### config.mk
export PLATFORM = sky130hd
export DESIGN_NAME = scba_ram
export DESIGN_NICKNAME = d
export VERILOG_FILES = /design/src/scba_ram.sv
export SDC_FILE = /design/constraint.sdc
export NUM_CORES = 2
export LEC_CHECK = 0
export BUFFER_PORTS_ARGS = -buffer_cell sky130_fd_sc_hd__buf_2
export CAP_MARGIN = 10
export CORE_UTILIZATION = 35
export CTS_CLUSTER_DIAMETER = 120
export DETAILED_ROUTE_END_ITERATION = 12
export SLEW_MARGIN = 40
export SYNTH_ARGS = -nofsm -noshare
export SYNTH_HDL_FRONTEND = slang
export SYNTH_SLANG_ARGS = --single-unit
### constraint.sdc
create_clock -name aclk -period 5.8 [get_ports aclk]
set_input_delay 0.58 -clock aclk [delete_from_list [all_inputs] [get_ports aclk]]
set_output_delay 0.58 -clock aclk [all_outputs]
set_load 0.05 [all_outputs]
### src/scba_ram.sv
// ----------------------------------------------------------------------------
// scba_ram
// Generic simple dual-port RAM, one write and one registered read port.
// ----------------------------------------------------------------------------
module scba_ram #(
    parameter int WIDTH = 64,
    parameter int DEPTH = 64
) (
    input  logic                     aclk,
    input  logic                     wr_en,
    input  logic [$clog2(DEPTH)-1:0] wr_addr,
    input  logic [WIDTH-1:0]         wr_data,
    input  logic                     rd_en,
    input  logic [$clog2(DEPTH)-1:0] rd_addr,
    output logic [WIDTH-1:0]         rd_data
);

    logic [WIDTH-1:0] mem [DEPTH];

    always_ff @(posedge aclk) begin
        if (wr_en) begin
            mem[wr_addr] <= wr_data;
        end
        if (rd_en) begin
            rd_data <= mem[rd_addr];
        end
    end

endmodule

# == Word-level counts from Yosys, hierarchy flattened ==
# Memories as Yosys holds them, arrays and structs flattened. A register that Yosys moved wholly into a read port is not among the register bits.
# Cells that the tools add are included.
# word_totals
out_inout_bits,64
n_memories,1
ram_bits,4096
inputBits,79
reg_bits,0
# mem_list
memory,words,word_bits,rd,rd_clocked_by_memory_dff,write_ports,line_no,text
mem,64,64,1,1,1,18,logic [WIDTH-1:0] mem [DEPTH];
# op_classes
mux,2
# ops
operator,count
$mux 1,2

# == Depth between registers and ports, before layout ==
# logic_depth
ltp_word,2
depth_mapped,9
ltp_nobuf,5

# == Worst setup path before layout ==
# Ideal clock, no wire load.
# synth_timing
path_type,input port to flip-flop
start,in wr_addr[3]
end,"mem mem[48][0], enable pin"
path_slack_ns,-0.216
required_time_ns,5.236
t_arrival_ns,5.452
path_stages,4
path_cell_list,clkbuf_1 nor2b_1 nand4b_1 nor3_1
# synth_rtl
element,line_no,text
from (decl),11,"input logic [$clog2(DEPTH)-1:0] wr_addr,"
to (decl),18,
# Straight into the memory's write port.

==> impl_metrics.py <==
metrics = {
    "global_routing": {
        "grt_pass1_vias": 76900,
        "largest_net_degree_at_the_start_of_global_routing": 107,
        "grt.total_usage": 0.192,
        "grt_first_pass_wirelength_um": 614000,
        "antenna_violations_before_repair": 44,
        "gr-total-overflow": 0,
    },
    "die": {
        "die-area_mm2": 0.451,
        "io_pins": 143,
        "placement_rows": 245,
        "fp.coreArea_mm2": 0.446,
        "initial_utilization": 0.352,
        "chipWidth_um": 672,
        "height_of_the_chip_um": 672,
    },
    "drt": {
        "avgViaCountPerCell": 5.66,
        "drt-wirelength-per-cell_um": 33.0,
        "dr_total_vias": 75600,
        "detail_route.first_pass.iterations": 6,
        "ant_nets": 0,
        "drt_wl_total_um": 441000,
        "drt-initial-drc-count": 9267,
        "post-route-drc-count": 0,
    },
    "power": {
        "total_power_mw": 62.1,
        "peakVddDrop_mv": 0.251,
        "p_leak_nw": 55.5,
        "power_density_mw_per_mm2": 344,
    },
    "cts": {
        "maximum_buffer_depth_of_the_clock_tree": 4,
        "post_cts_resize_count": 0,
        "clock_tree.htree_level_count": 5,
        "clock-root-buffer": "sky130_fd_sc_hd__clkbuf_16",
        "sinks_on_clock_net": 4160,
        "cts_inserted_buffers": 399,
        "cts.hold.buffers_added": 0,
        "clk_latency_ns": 0.96,
        "tritoncts": "done",
        "post-cts-setup-buffer-count": 0,
        "clk_pin_slew_worst_paths_ns": 0.06,
    },
    "logic_synthesis": {
        "syn-instance-count": 6598,
        "synth_top_area_share": 0.796,
        "synth_area_per_cell_um2": 23.8,
        "synth_top_flop_cell": "sky130_fd_sc_hd__edfxtp_1",
        "synth_edf_count": 4160,
        "postSynthNetCount": 6677,
        "synth.cell_area_mm2": 0.157,
        "synthArstFlopShare": 0,
        "seq_area_frac_synth": 0.796,
        "top_cells_by_area_in_the_synthesized_netlist": "sky130_fd_sc_hd__edfxtp_1 80%, sky130_fd_sc_hd__mux4_2 15%, sky130_fd_sc_hd__mux2i_1 0.86%",
        "synth_seq_cells": 4160,
        "yosysUniqueCellTypes": 32,
        "synth.largest_area_cell": "sky130_fd_sc_hd__edfxtp_1",
        "yosysWarningCount": 0,
    },
    "setup_path": {
        "worst_ep_arrival_time_ns": 3.63,
        "worst-path-max-fanout": 62,
        "worst-endpoint-required_ns": 6.44,
        "worstSetupPathType": "input port to register",
        "setup.worst_path.start_class": "input port",
        "endpoint_kind_of_the_worst_setup_timing_path": "register",
    },
    "timing": {
        "timing.final.setup_violations": 0,
        "setup_tns_ns": 0,
        "slew_headroom": 0.355,
        "timing.hold.ws_ns": 0.0884,
        "final.min_clock_period_ns": 2.99,
        "period_share": 0.515,
        "max_slew.worst_pin.slew_ns": 0.968,
        "final.setup_skew_ns": 0.0456,
        "timing.final.max_slew_violations": 0,
        "unrepaired_setup_endpoints_after_global_routing": "false",
        "clock.fmax_ghz": 0.335,
        "final_hold_viol_count": 0,
    },
    "cells_and_area": {
        "post_route_cells_drive_above_1_share": 0.285,
        "nNetsFinal": 7142,
        "n_fill_cell": 38400,
        "layout-area-overhead-vs-synth_pct": 15.0,
    },
    "placement": {
        "gp_congestion": 0.778,
        "port_buffers": 142,
        "hpwlAfterDp_um": 245000,
    },
    "worst_hold_path": {
        "min_path_type": "input port to register",
    },
    "run": {
        "timing.max_cap.violations": 0,
    },
    "outcome": {
        "status": "finished clean",
    },
}
==> stage by stage <==
step	cell area [um2]	util	setup WS [ns]	cells
floorplan	157000	-	1.19	6598
global placement	167000	0.374	1.73	12600
detailed placement	168000	0.376	1.85	12600
CTS	180000	0.405	2.86	13300
global route	181000	0.405	2.78	13300
finish	181000	0.405	2.81	13300
==> state kept, by name (all words and copies together) (netlist names) <==
register / cells
mem: 4096
rd_data: 64
==> per-layer routing <==
| layer | global-route usage | part of all wire | vias to the layer above |
|---|---|---|---|
| li1 | - | - | 29500 |
| met1 | 0.260 | 0.40 | 41800 |
| met2 | 0.322 | 0.49 | 3574 |
| met3 | 0.0283 | 0.077 | 653 |
| met4 | 0.0580 | 0.031 | 6 |
| met5 | 0 | 0.000079 | - |
==> final timing paths <==
check                   start          end  slack [ns]  cells past startpoint
hold / removal    wr_data[48]  mem[42][48]        0.09                      1
setup reg to reg   mem[8][44]  rd_data[44]        3.54                      5
setup / recovery   rd_addr[2]  rd_data[51]        2.81                      8
hold reg to reg   mem[55][28]  rd_data[28]        0.89                      4
==> worst max-delay path, cell delays in order <==
cell	delay [ns]
sky130_fd_sc_hd__buf_8	0.30
sky130_fd_sc_hd__buf_16	0.33
sky130_fd_sc_hd__buf_12	0.41
sky130_fd_sc_hd__nor2b_4	0.29
sky130_fd_sc_hd__buf_12	0.40
sky130_fd_sc_hd__a22oi_1	0.20
sky130_fd_sc_hd__and3_1	0.24
sky130_fd_sc_hd__a211oi_1	0.69
==> cell families after synthesis <==
kind of cell / count (synthesis) / synth area share
flip-flops: 4160 / 0.796
buffers and inverters: 389 / 0.0118
AO/OA/AOI/OAI: 504 / 0.0247
AND/OR/NAND/NOR: 386 / 0.0123
multiplexers: 1159 / 0.156
==> cell usage in the layout, fill, tap and decap left out, types with 7 or more instances in the layout <==
cell / Yosys / routed
sky130_fd_sc_hd__a211oi_1: 63 / 63
sky130_fd_sc_hd__a22o_1: 88 / 88
sky130_fd_sc_hd__a22oi_1: 168 / 168
sky130_fd_sc_hd__a2bb2oi_1: 19 / 19
sky130_fd_sc_hd__a31oi_1: 18 / 18
sky130_fd_sc_hd__a41oi_1: 26 / 26
sky130_fd_sc_hd__and3_1: 64 / 64
sky130_fd_sc_hd__buf_12: 0 / 70
sky130_fd_sc_hd__buf_16: 0 / 27
sky130_fd_sc_hd__buf_2: 170 / 77
sky130_fd_sc_hd__buf_4: 34 / 244
sky130_fd_sc_hd__buf_6: 6 / 9
sky130_fd_sc_hd__buf_8: 0 / 7
sky130_fd_sc_hd__bufinv_16: 0 / 35
sky130_fd_sc_hd__clkbuf_1: 140 / 82
sky130_fd_sc_hd__clkbuf_16: 0 / 401
sky130_fd_sc_hd__clkinv_1: 0 / 103
sky130_fd_sc_hd__clkinv_16: 0 / 9
sky130_fd_sc_hd__clkinv_2: 0 / 66
sky130_fd_sc_hd__clkinvlp_4: 0 / 7
sky130_fd_sc_hd__diode_2: 0 / 24
sky130_fd_sc_hd__edfxtp_1: 4160 / 4160
sky130_fd_sc_hd__inv_1: 19 / 19
sky130_fd_sc_hd__inv_6: 0 / 9
sky130_fd_sc_hd__mux2i_1: 135 / 135
sky130_fd_sc_hd__mux4_2: 1024 / 1024
sky130_fd_sc_hd__nand2_1: 58 / 56
sky130_fd_sc_hd__nand2b_1: 11 / 7
sky130_fd_sc_hd__nand3_1: 45 / 44
sky130_fd_sc_hd__nor2_1: 112 / 47
sky130_fd_sc_hd__nor2_4: 0 / 65
sky130_fd_sc_hd__nor2b_1: 28 / 24
sky130_fd_sc_hd__o221ai_1: 38 / 38
sky130_fd_sc_hd__o22ai_1: 83 / 83
sky130_fd_sc_hd__or2_2: 28 / 28
sky130_fd_sc_hd__or3_1: 29 / 29
==> area by class of cell <==
cell class,count,area [um2],area share
Sequential cell,4160,125000,0.692
Multi-Input combinational cell,2049,30800,0.171
Clock buffer,483,10300,0.0573
Tap cell,5928,7420,0.0411
Timing Repair Buffer,434,4570,0.0253
Clock inverter,242,2360,0.0131
Inverter,19,71.3,0.000395
Antenna cell,24,60.1,0.000333
==> cell usage after synthesis, types with 2 or more instances <==
library cell                number
sky130_fd_sc_hd__and3_1         64
sky130_fd_sc_hd__nand2_1        58
sky130_fd_sc_hd__a2bb2oi_1      19
sky130_fd_sc_hd__buf_1          20
sky130_fd_sc_hd__a211oi_1       63
sky130_fd_sc_hd__mux4_2       1024
sky130_fd_sc_hd__a31oi_1        18
sky130_fd_sc_hd__nand4_1         2
sky130_fd_sc_hd__buf_6           6
sky130_fd_sc_hd__nor3_1          2
sky130_fd_sc_hd__edfxtp_1     4160
sky130_fd_sc_hd__a41oi_1        26
sky130_fd_sc_hd__buf_4          34
sky130_fd_sc_hd__o22ai_1        83
sky130_fd_sc_hd__nor2_1        112
sky130_fd_sc_hd__nor2b_1        28
sky130_fd_sc_hd__and2_1          3
sky130_fd_sc_hd__or2_2          28
sky130_fd_sc_hd__mux2i_1       135
sky130_fd_sc_hd__nand2b_1       11
sky130_fd_sc_hd__or3_1          29
sky130_fd_sc_hd__buf_2         170
sky130_fd_sc_hd__o221ai_1       38
sky130_fd_sc_hd__a22o_1         88
sky130_fd_sc_hd__inv_1          19
sky130_fd_sc_hd__a22oi_1       168
sky130_fd_sc_hd__clkbuf_1      140
sky130_fd_sc_hd__nand3_1        45
sky130_fd_sc_hd__nand3b_1        2
==> where the power goes <==
group          switching, mW  total (mW)  internal (mW)
sequential             0.135        33.5           33.3
clock                   11.3        25.6           14.3
combinational           1.94        3.01           1.08
total                   13.3        62.1           48.7
(Power assumes the default switching activity.)
